File: src/hdl/mrrc_pkg.sv
`default_nettype none
package mrrc_pkg;

  // Number of register words in one read response.
  localparam int REG_COUNT = 8;

  // Frame layout: address, function, byte count, the words, CRC low, CRC high.
  localparam int FULL_FRAME_LEN = 2 * REG_COUNT + 5;

  // Word index and RAM address widths. The RAM holds two banks of words.
  localparam int IDX_W  = (REG_COUNT > 1) ? $clog2(REG_COUNT) : 1;
  localparam int RAM_DEPTH = 2 * REG_COUNT;
  localparam int ADDR_W = $clog2(RAM_DEPTH);

  localparam logic [7:0]  LEN_FIRST_WORD = 8'd3;
  localparam logic [7:0]  LEN_CRC_LO     = 8'(FULL_FRAME_LEN - 2);
  localparam logic [7:0]  LEN_CRC_HI     = 8'(FULL_FRAME_LEN - 1);
  localparam logic [7:0]  LEN_EXACT      = 8'(FULL_FRAME_LEN);
  localparam logic [7:0]  LEN_MIN        = 8'd5;
  localparam logic [7:0]  LEN_MAX        = 8'd255;
  localparam logic [7:0]  BYTE_COUNT_OK  = 8'(2 * REG_COUNT);
  localparam logic [7:0]  FUNC_READ      = 8'h03;
  localparam logic [7:0]  FUNC_EXCEPTION = 8'h83;
  localparam logic [7:0]  SLAVE_RESET    = 8'h01;
  localparam logic [15:0] CRC_INIT       = 16'hFFFF;
  localparam logic [15:0] CRC_POLY       = 16'hA001;
  localparam logic [IDX_W-1:0] LAST_IDX  = IDX_W'(REG_COUNT - 1);

  typedef enum logic [2:0] {
    ST_OK         = 3'd0,
    ST_SHORT      = 3'd1,
    ST_ADDRESS    = 3'd2,
    ST_EXCEPTION  = 3'd3,
    ST_FUNCTION   = 3'd4,
    ST_LENGTH     = 3'd5,
    ST_BYTE_COUNT = 3'd6,
    ST_CRC        = 3'd7
  } status_t;

  // One finished frame, as handed from the front to the back.
  typedef struct packed {
    status_t    status;
    logic [7:0] exception_code;
    logic       bank;
  } frame_entry_t;

  // Queue state seen by the front and the back.
  typedef struct packed {
    logic empty;
    logic full;
  } queue_state_t;

  // CRC16 update over one byte, reflected polynomial, LSB first.
  function automatic logic [15:0] crc_byte(input logic [15:0] crc_in, input logic [7:0] b);
    logic [15:0] c;
    c = crc_in ^ {8'h00, b};
    for (int k = 0; k < 8; k++) begin
      if (c[0]) begin
        c = (c >> 1) ^ CRC_POLY;
      end else begin
        c = c >> 1;
      end
    end
    return c;
  endfunction

endpackage
`default_nettype wire

File: src/hdl/mrrc_ifs.sv
`default_nettype none
// Frame byte channel.
interface mrrc_byte_if;
  logic       valid;
  logic       ready;
  logic [7:0] rx_byte;
  logic       end_of_frame;
  modport source (output valid, output rx_byte, output end_of_frame, input ready);
  modport sink (input valid, input rx_byte, input end_of_frame, output ready);
endinterface

// Result channel.
interface mrrc_result_if;
  logic        valid;
  logic        ready;
  logic [2:0]  status;
  logic [7:0]  exception_code;
  logic [2:0]  reg_index;
  logic [15:0] reg_value;
  logic        last;
  modport source (output valid, output status, output exception_code, output reg_index,
                  output reg_value, output last, input ready);
  modport sink (input valid, input status, input exception_code, input reg_index,
                input reg_value, input last, output ready);
endinterface

// Configuration write channel for the slave address.
interface mrrc_cfg_if;
  logic       valid;
  logic       ready;
  logic [7:0] data;
  modport source (output valid, output data, input ready);
  modport sink (input valid, input data, output ready);
endinterface
`default_nettype wire

File: src/hdl/modbus_read_response_checker_core.sv
// Channel   Role    Payload                                              Moves when
// rx        sink    rx_byte[7:0], end_of_frame                           valid && ready
// result    source  status[2:0], exception_code[7:0], reg_index[2:0],    valid && ready
//                   reg_value[15:0], last
// cfg       sink    data[7:0] (slave address)                            valid && ready
//
// One frame byte is taken per cycle unless the byte channel stalls; the CRC and
// all frame fields update in the cycle of its transaction. Results leave at one
// per cycle while result.ready is high, REG_COUNT word transactions for a good
// frame or one status transaction for a bad one, via queue and result register.
// The byte channel stalls only while two finished frames still wait for output.
// Reset is synchronous and active high and sets the slave address to 1.
`default_nettype none
module modbus_read_response_checker_core (
  input  wire logic     clk,
  input  wire logic     rst,
  mrrc_byte_if.sink     rx,
  mrrc_result_if.source result,
  mrrc_cfg_if.sink      cfg
);

  // Slave address register. Writes are always taken.
  logic [7:0] slave_address;

  assign cfg.ready = 1'b1;

  always_ff @(posedge clk) begin
    if (rst) begin
      slave_address <= mrrc_pkg::SLAVE_RESET;
    end else if (cfg.valid && cfg.ready) begin
      slave_address <= cfg.data;
    end
  end

  // Front to back hand-off through the frame queue and the word RAM.
  mrrc_pkg::frame_entry_t push_entry;
  mrrc_pkg::frame_entry_t head;
  mrrc_pkg::queue_state_t q_state;
  logic                   push;
  logic                   pop;

  logic                          ram_we;
  logic [mrrc_pkg::ADDR_W-1:0]   ram_waddr;
  logic [15:0]                   ram_wdata;
  logic                          ram_re;
  logic [mrrc_pkg::ADDR_W-1:0]   ram_raddr;
  logic [15:0]                   ram_rdata;

  // The front owns the bank the current frame is writing; a bank is free
  // again once the back has issued the last read of its frame.
  mrrc_front u_front (
    .clk           (clk),
    .rst           (rst),
    .rx            (rx),
    .slave_address (slave_address),
    .q_state       (q_state),
    .push          (push),
    .push_entry    (push_entry),
    .ram_we        (ram_we),
    .ram_waddr     (ram_waddr),
    .ram_wdata     (ram_wdata)
  );

  mrrc_queue u_queue (
    .clk        (clk),
    .rst        (rst),
    .push       (push),
    .push_entry (push_entry),
    .pop        (pop),
    .head       (head),
    .q_state    (q_state)
  );

  mrrc_ram #(
    .WIDTH (16),
    .DEPTH (mrrc_pkg::RAM_DEPTH)
  ) u_ram (
    .clk   (clk),
    .we    (ram_we),
    .waddr (ram_waddr),
    .wdata (ram_wdata),
    .re    (ram_re),
    .raddr (ram_raddr),
    .rdata (ram_rdata)
  );

  // The RAM read data doubles as the word payload of the result register,
  // so reads are issued only when the result register advances.
  mrrc_back u_back (
    .clk       (clk),
    .rst       (rst),
    .head      (head),
    .q_state   (q_state),
    .pop       (pop),
    .ram_re    (ram_re),
    .ram_raddr (ram_raddr),
    .ram_rdata (ram_rdata),
    .result    (result)
  );

endmodule
`default_nettype wire

File: src/hdl/mrrc_ram.sv
`default_nettype none
// Simple dual-port RAM: one write port, one read port with registered data.
module mrrc_ram #(
  parameter int WIDTH = 16,
  parameter int DEPTH = 16
) (
  input  wire logic                     clk,
  input  wire logic                     we,
  input  wire logic [$clog2(DEPTH)-1:0] waddr,
  input  wire logic [WIDTH-1:0]         wdata,
  input  wire logic                     re,
  input  wire logic [$clog2(DEPTH)-1:0] raddr,
  output logic      [WIDTH-1:0]         rdata
);

  logic [WIDTH-1:0] mem [DEPTH];

  always_ff @(posedge clk) begin
    if (we) begin
      mem[waddr] <= wdata;
    end
    if (re) begin
      rdata <= mem[raddr];
    end
  end

endmodule
`default_nettype wire

File: src/hdl/mrrc_front.sv
`default_nettype none
// Frame parser: tracks the frame fields, writes register words into the
// current RAM bank and classifies the frame at its last byte.
module mrrc_front (
  input  wire logic                         clk,
  input  wire logic                         rst,
  mrrc_byte_if.sink                         rx,
  input  wire logic [7:0]                   slave_address,
  input  wire mrrc_pkg::queue_state_t       q_state,
  output logic                              push,
  output mrrc_pkg::frame_entry_t            push_entry,
  output logic                              ram_we,
  output logic [mrrc_pkg::ADDR_W-1:0]       ram_waddr,
  output logic [15:0]                       ram_wdata
);

  logic [7:0]  frame_length;
  logic [15:0] running_crc;
  logic [15:0] received_crc;
  logic [7:0]  address_byte;
  logic [7:0]  function_byte;
  logic [7:0]  count_byte;
  logic [7:0]  pending_high_byte;
  logic        wr_bank;

  logic [7:0]  frame_length_next;
  logic [15:0] running_crc_next;
  logic [15:0] received_crc_next;
  logic [7:0]  address_byte_next;
  logic [7:0]  function_byte_next;
  logic [7:0]  count_byte_next;
  logic [7:0]  pending_high_byte_next;

  logic        accept;
  logic        in_words;
  logic [7:0]  word_pos;
  mrrc_pkg::status_t status;

  assign rx.ready = !q_state.full;
  assign accept   = rx.valid && rx.ready;
  assign in_words = (frame_length >= mrrc_pkg::LEN_FIRST_WORD) &&
                    (frame_length < mrrc_pkg::LEN_CRC_LO);
  assign word_pos = frame_length - mrrc_pkg::LEN_FIRST_WORD;

  always_comb begin
    address_byte_next      = address_byte;
    function_byte_next     = function_byte;
    count_byte_next        = count_byte;
    pending_high_byte_next = pending_high_byte;
    received_crc_next      = received_crc;
    running_crc_next       = running_crc;
    if (frame_length == 8'd0) begin
      address_byte_next = rx.rx_byte;
    end else if (frame_length == 8'd1) begin
      function_byte_next = rx.rx_byte;
    end else if (frame_length == 8'd2) begin
      count_byte_next = rx.rx_byte;
    end else if (in_words) begin
      if (!word_pos[0]) begin
        pending_high_byte_next = rx.rx_byte;
      end
    end else if (frame_length == mrrc_pkg::LEN_CRC_LO) begin
      received_crc_next = {received_crc[15:8], rx.rx_byte};
    end else if (frame_length == mrrc_pkg::LEN_CRC_HI) begin
      received_crc_next = {rx.rx_byte, received_crc[7:0]};
    end
    if (frame_length < mrrc_pkg::LEN_CRC_LO) begin
      running_crc_next = mrrc_pkg::crc_byte(running_crc, rx.rx_byte);
    end
    frame_length_next = (frame_length == mrrc_pkg::LEN_MAX) ? frame_length
                                                            : frame_length + 8'd1;
  end

  // Checks in priority order, on the values that include the current byte.
  always_comb begin
    if (frame_length_next < mrrc_pkg::LEN_MIN) begin
      status = mrrc_pkg::ST_SHORT;
    end else if (address_byte_next != slave_address) begin
      status = mrrc_pkg::ST_ADDRESS;
    end else if (function_byte_next == mrrc_pkg::FUNC_EXCEPTION) begin
      status = mrrc_pkg::ST_EXCEPTION;
    end else if (function_byte_next != mrrc_pkg::FUNC_READ) begin
      status = mrrc_pkg::ST_FUNCTION;
    end else if (frame_length_next != mrrc_pkg::LEN_EXACT) begin
      status = mrrc_pkg::ST_LENGTH;
    end else if (count_byte_next != mrrc_pkg::BYTE_COUNT_OK) begin
      status = mrrc_pkg::ST_BYTE_COUNT;
    end else if (received_crc_next != running_crc_next) begin
      status = mrrc_pkg::ST_CRC;
    end else begin
      status = mrrc_pkg::ST_OK;
    end
  end

  assign push                      = accept && rx.end_of_frame;
  assign push_entry.status         = status;
  assign push_entry.exception_code = (status == mrrc_pkg::ST_EXCEPTION) ? count_byte_next
                                                                         : 8'h00;
  assign push_entry.bank           = wr_bank;

  assign ram_we    = accept && in_words && word_pos[0];
  assign ram_wdata = {pending_high_byte, rx.rx_byte};
  assign ram_waddr = wr_bank
      ? mrrc_pkg::ADDR_W'(mrrc_pkg::REG_COUNT) + mrrc_pkg::ADDR_W'(word_pos[7:1])
      : mrrc_pkg::ADDR_W'(word_pos[7:1]);

  always_ff @(posedge clk) begin
    if (rst) begin
      frame_length      <= 8'd0;
      running_crc       <= mrrc_pkg::CRC_INIT;
      received_crc      <= 16'h0000;
      address_byte      <= 8'd0;
      function_byte     <= 8'd0;
      count_byte        <= 8'd0;
      pending_high_byte <= 8'd0;
      wr_bank           <= 1'b0;
    end else if (accept) begin
      if (rx.end_of_frame) begin
        frame_length      <= 8'd0;
        running_crc       <= mrrc_pkg::CRC_INIT;
        received_crc      <= 16'h0000;
        address_byte      <= 8'd0;
        function_byte     <= 8'd0;
        count_byte        <= 8'd0;
        pending_high_byte <= 8'd0;
        wr_bank           <= !wr_bank;
      end else begin
        frame_length      <= frame_length_next;
        running_crc       <= running_crc_next;
        received_crc      <= received_crc_next;
        address_byte      <= address_byte_next;
        function_byte     <= function_byte_next;
        count_byte        <= count_byte_next;
        pending_high_byte <= pending_high_byte_next;
      end
    end
  end

endmodule
`default_nettype wire

File: src/hdl/mrrc_queue.sv
`default_nettype none
// Two-entry queue of finished frames between the front and the back.
module mrrc_queue (
  input  wire logic                   clk,
  input  wire logic                   rst,
  input  wire logic                   push,
  input  wire mrrc_pkg::frame_entry_t push_entry,
  input  wire logic                   pop,
  output mrrc_pkg::frame_entry_t      head,
  output mrrc_pkg::queue_state_t      q_state
);

  mrrc_pkg::frame_entry_t slots [2];
  logic       wr_ptr;
  logic       rd_ptr;
  logic [1:0] count;

  assign head          = slots[rd_ptr];
  assign q_state.empty = (count == 2'd0);
  assign q_state.full  = (count == 2'd2);

  always_ff @(posedge clk) begin
    if (push) begin
      slots[wr_ptr] <= push_entry;
    end
  end

  always_ff @(posedge clk) begin
    if (rst) begin
      wr_ptr <= 1'b0;
      rd_ptr <= 1'b0;
      count  <= 2'd0;
    end else begin
      if (push) begin
        wr_ptr <= !wr_ptr;
      end
      if (pop) begin
        rd_ptr <= !rd_ptr;
      end
      if (push && !pop) begin
        count <= count + 2'd1;
      end else if (pop && !push) begin
        count <= count - 2'd1;
      end
    end
  end

endmodule
`default_nettype wire

File: src/hdl/mrrc_back.sv
`default_nettype none
// Result sequencer: turns the head frame into one status item or into the
// register words read back from its RAM bank, one item per cycle while result.ready is high.
module mrrc_back (
  input  wire logic                     clk,
  input  wire logic                     rst,
  input  wire mrrc_pkg::frame_entry_t   head,
  input  wire mrrc_pkg::queue_state_t   q_state,
  output logic                          pop,
  output logic                          ram_re,
  output logic [mrrc_pkg::ADDR_W-1:0]   ram_raddr,
  input  wire logic [15:0]              ram_rdata,
  mrrc_result_if.source                 result
);

  logic                       out_valid;
  logic [mrrc_pkg::IDX_W-1:0] widx;
  mrrc_pkg::status_t          out_status;
  logic [7:0]                 out_exc;
  logic [2:0]                 out_idx;
  logic                       out_word;
  logic                       out_last;

  logic advance;
  logic issue;
  logic head_ok;

  assign advance   = !out_valid || result.ready;
  assign issue     = advance && !q_state.empty;
  assign head_ok   = (head.status == mrrc_pkg::ST_OK);
  assign pop       = issue && (!head_ok || (widx == mrrc_pkg::LAST_IDX));
  assign ram_re    = issue && head_ok;
  assign ram_raddr = head.bank
      ? mrrc_pkg::ADDR_W'(mrrc_pkg::REG_COUNT) + mrrc_pkg::ADDR_W'(widx)
      : mrrc_pkg::ADDR_W'(widx);

  always_ff @(posedge clk) begin
    if (rst) begin
      out_valid <= 1'b0;
      widx      <= '0;
    end else if (advance) begin
      out_valid <= !q_state.empty;
      if (issue && head_ok) begin
        widx <= pop ? '0 : widx + mrrc_pkg::IDX_W'(1);
      end
    end
  end

  always_ff @(posedge clk) begin
    if (issue) begin
      out_status <= head.status;
      out_exc    <= head.exception_code;
      out_idx    <= head_ok ? 3'(widx) : 3'd0;
      out_word   <= head_ok;
      out_last   <= pop;
    end
  end

  assign result.valid          = out_valid;
  assign result.status         = out_status;
  assign result.exception_code = out_exc;
  assign result.reg_index      = out_idx;
  assign result.reg_value      = out_word ? ram_rdata : 16'h0000;
  assign result.last           = out_last;

endmodule
`default_nettype wire

File: src/flat_wrapper.sv
// flat-port wrapper written by rule: the top's interface ports become plain ports
module modbus_read_response_checker_core_flat 
  (clk, rst, rx_valid, rx_rx_byte, rx_end_of_frame, rx_ready, result_valid, result_status, result_exception_code, result_reg_index, result_reg_value, result_last, result_ready, cfg_valid, cfg_data, cfg_ready);
  mrrc_byte_if rx_i ();
  mrrc_result_if result_i ();
  mrrc_cfg_if cfg_i ();
  input  wire logic clk;
  input  wire logic rst;
  input wire logic [$bits(rx_i.valid)-1:0] rx_valid;
  input wire logic [$bits(rx_i.rx_byte)-1:0] rx_rx_byte;
  input wire logic [$bits(rx_i.end_of_frame)-1:0] rx_end_of_frame;
  output wire logic [$bits(rx_i.ready)-1:0] rx_ready;
  output wire logic [$bits(result_i.valid)-1:0] result_valid;
  output wire logic [$bits(result_i.status)-1:0] result_status;
  output wire logic [$bits(result_i.exception_code)-1:0] result_exception_code;
  output wire logic [$bits(result_i.reg_index)-1:0] result_reg_index;
  output wire logic [$bits(result_i.reg_value)-1:0] result_reg_value;
  output wire logic [$bits(result_i.last)-1:0] result_last;
  input wire logic [$bits(result_i.ready)-1:0] result_ready;
  input wire logic [$bits(cfg_i.valid)-1:0] cfg_valid;
  input wire logic [$bits(cfg_i.data)-1:0] cfg_data;
  output wire logic [$bits(cfg_i.ready)-1:0] cfg_ready;
  assign rx_i.valid = rx_valid;
  assign rx_i.rx_byte = rx_rx_byte;
  assign rx_i.end_of_frame = rx_end_of_frame;
  assign rx_ready = rx_i.ready;
  assign result_valid = result_i.valid;
  assign result_status = result_i.status;
  assign result_exception_code = result_i.exception_code;
  assign result_reg_index = result_i.reg_index;
  assign result_reg_value = result_i.reg_value;
  assign result_last = result_i.last;
  assign result_i.ready = result_ready;
  assign cfg_i.valid = cfg_valid;
  assign cfg_i.data = cfg_data;
  assign cfg_ready = cfg_i.ready;
  modbus_read_response_checker_core u_core (.clk(clk), .rst(rst), .rx(rx_i), .result(result_i), .cfg(cfg_i));
endmodule
File: config.mk
export PLATFORM = sky130hd
export DESIGN_NAME = modbus_read_response_checker_core_flat
export DESIGN_NICKNAME = d
export VERILOG_FILES = /design/src/hdl/mrrc_pkg.sv /design/src/hdl/mrrc_ifs.sv /design/src/hdl/modbus_read_response_checker_core.sv /design/src/hdl/mrrc_ram.sv /design/src/hdl/mrrc_front.sv /design/src/hdl/mrrc_queue.sv /design/src/hdl/mrrc_back.sv /design/src/flat_wrapper.sv
export SDC_FILE = /design/constraint.sdc
export NUM_CORES = 1
export LEC_CHECK = 0
export BUFFER_PORTS_ARGS = -buffer_cell sky130_fd_sc_hd__buf_2
export CORE_ASPECT_RATIO = 0.75
export CORE_UTILIZATION = 46
export DETAILED_ROUTE_END_ITERATION = 10
export GPL_ROUTABILITY_DRIVEN = 0
export PLACE_DENSITY_LB_ADDON = 0.15
export SYNTH_ARGS = -nofsm -noshare
export SYNTH_HDL_FRONTEND = slang
export SYNTH_HIERARCHICAL = 1
export SYNTH_SLANG_ARGS = --single-unit
File: constraint.sdc
create_clock -name clk -period 7.5 [get_ports clk]
set_input_delay 0.375 -clock clk [delete_from_list [all_inputs] [get_ports clk]]
set_output_delay 0.375 -clock clk [all_outputs]
set_load 0.05 [all_outputs]
==> impl_metrics.env <==
export IMPL_status="completed"
export IMPL_fin_crit_sh_pct=48.22
export IMPL_dpl_hpwl_um=23600
export IMPL_route_detailed_drc=0
export IMPL_synth_area_leaders="edfxtp_1 56%, dfxtp_1 11%, mux4_2 7.2%, a22oi_1 3.5%, nor2_1 2.5%"
export IMPL_drive_gt1_share_pct=19.15
export IMPL_fmax_ghz=0.2765
export IMPL_numCtsBuffers=40
export IMPL_whs_ns=0.05196
export IMPL_synth_edff_count=312
export IMPL_ir_drop_v=0.0001721
export IMPL_slew_headroom_pct=17.42
export IMPL_yosysSeqAreaShare_pct=66.26
export IMPL_finClkSkew_ns=0.01921
export IMPL_criticalPathCategory="flip-flop to flip-flop"
export IMPL_cts_setup_buffers=0
export IMPL_powerDensity_nw_per_um2=284.3
export IMPL_r2r_start="u_core/u_front/frame_length[0]"
export IMPL_layout_commonest_cell="edfxtp_1"
export IMPL_yosysTopAreaCell="edfxtp_1"
export IMPL_die_y_um=167.8
export IMPL_synth_cells=1123
export IMPL_gr_total_overflow=0
export IMPL_path_cells="ha_1, nor3b_1, nand2_1, mux2i_1, xnor2_1, nor4_1, mux2i_1, nor4_4, a41oi_1"
export IMPL_setup_viol=0
export IMPL_clock_latency_ns=0.54
export IMPL_dr_pass1_iters=5
export IMPL_hold_viol_final=0
export IMPL_critPathLaunchType="flip-flop"
export IMPL_cp_common_cell="mux2i_1"
export IMPL_yosys_warnings=6
export IMPL_port_buffers=54
export IMPL_final_cell_mix="312 x edfxtp_1, 99 x nor2_1, 88 x dfxtp_1"
export IMPL_grt_pass1_wl_um=57700
export IMPL_period_needed_ns=3.617
export IMPL_cp_required_ns=7.74
export IMPL_min_delay_path_depth=2
export IMPL_initial_core_util_pct=46.89
export IMPL_ys_flop_type="edfxtp_1"
export IMPL_fillers=2935
export IMPL_h_tree_depth=2
export IMPL_vias=9652
export IMPL_clk_pin_slew_ns=0.06
export IMPL_reg2reg_to="u_core/u_queue/slots[1][11]"
export IMPL_grt_pass1_vias=9209
export IMPL_drt_initial_drc_count=901
export IMPL_ios=56
export IMPL_worstHoldEndpoint="u_core/slave_address[0]"
export IMPL_cts_hold_fix_buffers=0
export IMPL_post_drt_wl_per_cell_um=22.83
export IMPL_arrival_ns=3.86
export IMPL_area_growth_pct=11.30
export IMPL_hold_class="primary input to flip-flop"
export IMPL_wirelength_um=38030
export IMPL_worst_path_max_delay_cell="dfxtp_1"
export IMPL_num_rows=60
export IMPL_cts_buffer_depth=3
export IMPL_fin_tns_setup_ns=0
export IMPL_rsz0062_at_grt="false"
export IMPL_cts_resized_gates=0
export IMPL_synth_top_area_share_pct=55.57
export IMPL_die_w_um=223.1
export IMPL_syn_area_per_cell_um2=15.01
export IMPL_path_max_fanout=11
export IMPL_synth_seq_cells=402
export IMPL_yosysUniqueCellTypes=72
export IMPL_worst_pin_slew_ns=1.237
export IMPL_cts_root_buffer="clkbuf_16"
export IMPL_cts_sinks=402
export IMPL_endpoint_kind="flip-flop"
export IMPL_antenna_found_initial=0
export IMPL_r2r_slack_ns=3.88
export IMPL_drv_cap=0
export IMPL_syn_num_nets=1152
export IMPL_track_usage_pct=20.56
export IMPL_antenna_cells=0
export IMPL_syn_area_um2=16860
export IMPL_final_nets=1201
export IMPL_viasPerCell=5.794
export IMPL_worstHoldStart="cfg_data[0]"
export IMPL_ys_async_sr_fraction_pct=0
export IMPL_max_stage_delay_ns=0.53
export IMPL_rr_worst_depth=9
export IMPL_grt_max_degree=68
export IMPL_drv_slew=0
export IMPL_die_area_um2=37430
export IMPL_leakage_nw=5.950
export IMPL_antenna_left=0
export IMPL_coreArea_um2=35960
export IMPL_cts_tree="yes"
-- through the flow --
stage               cell area (µm²)  setup WS (ns)  power [mW]  instances  utilization (%)
detailed placement            17530          3.941       3.481       1594            48.74
global placement              17530          4.011       3.469       1594            48.74
floorplan                     16860          4.005       3.263       1123                -
CTS                           18760          3.946       5.379       1665            52.16
finish                        18770          3.883       5.335       1666            52.19
global route                  18770          3.573       5.535       1666            52.19
-- synthesized netlist by cell type (all sizes together) (22+ instances only) --
master	number
mux4	64
edfxtp	312
a21oi	23
nand2	69
buf	40
nor2	112
a22oi	79
dfxtp	90
and2	25
xor2	22
mux2i	32
clkbuf	29
xnor2	38
-- worst max path at each step --
stage | start | end | slack, ns
final | u_core/u_front/frame_length[0] | u_core/u_queue/slots[1][11] | 3.88
after CTS | u_core/u_front/frame_length[0] | u_core/u_queue/slots[1][11] | 3.95
after detailed placement | u_core/u_front/frame_length[0] | u_core/u_queue/slots[0][11] | 3.94
after floorplan | u_core/u_front/frame_length[1] | u_core/u_ram/mem[0][0] | 4.00
after global routing | u_core/u_front/frame_length[0] | u_core/u_queue/slots[0][11] | 3.57
after global placement | u_core/u_front/frame_length[0] | u_core/u_queue/slots[0][11] | 4.01
-- layout make-up --
cell class,count,area [µm²],area share [%]
multi-input combinational,637,5285,28.16
tap,465,581.8,3.100
inverter,15,56.30,0.3000
clock buffer,58,1131,6.027
clock inverter,13,100.1,0.5334
timing repair buffer,76,435.4,2.320
sequential,402,11180,59.55
-- registers in the layout, indices dropped and copies added (netlist names), 8 cells and up, named ones only --
name                                 flops
u_core/slave_address                     8
u_core/u_front/frame_length              8
u_core/u_front/received_crc             16
u_core/u_queue/slots                    24
u_core/u_front/address_byte              8
u_core/u_ram/mem                       256
u_core/u_front/function_byte             8
u_core/u_front/pending_high_byte         8
u_core/u_back/result.exception_code      8
u_core/u_front/count_byte                8
u_core/u_front/running_crc              16
u_core/u_ram/rdata                      16
-- where the power goes --
group | internal [mW] | leakage (nW) | total, mW | switching, mW
Clock | 1.08 | 0.595 | 1.90 | 0.814
Sequential | 2.49 | 3.32 | 2.57 | 0.0771
Combinational | 0.275 | 2.03 | 0.868 | 0.594
Total | 3.85 | 5.95 | 5.33 | 1.48
-- worst max-delay path, delay by kind of cell, from the launching register on --
kind                     cells  cell delay [ns]
adder cells (fa/ha/maj)      1             0.41
AND/OR/NAND/NOR              4             1.53
XOR/XNOR                     1             0.10
AO/OA/AOI/OAI                1             0.20
flip-flops                   1             0.53
multiplexers                 2             0.53
-- per-layer routing --
metal  share of wire (%)  vias to the layer above  GRT usage [%]
met4                 1.4                        0          4.228
met2                  43                      277          28.67
met1                  50                     4952          33.06
met5                   0                        -              0
li1                    -                     4381              -
met3                 6.0                       42          4.084
-- kinds of logic after synthesis --
logic type,count (synthesis),synth area share (%)
flops,402,66.26
simple gates,305,9.084
compound gates,152,6.241
mux,110,11.63
buf+inv,84,2.724
xor+xnor,62,3.525
fa+ha+maj,7,0.5195
other cells,1,0.02224
Note: power is estimated with default switching activity, not from simulation.
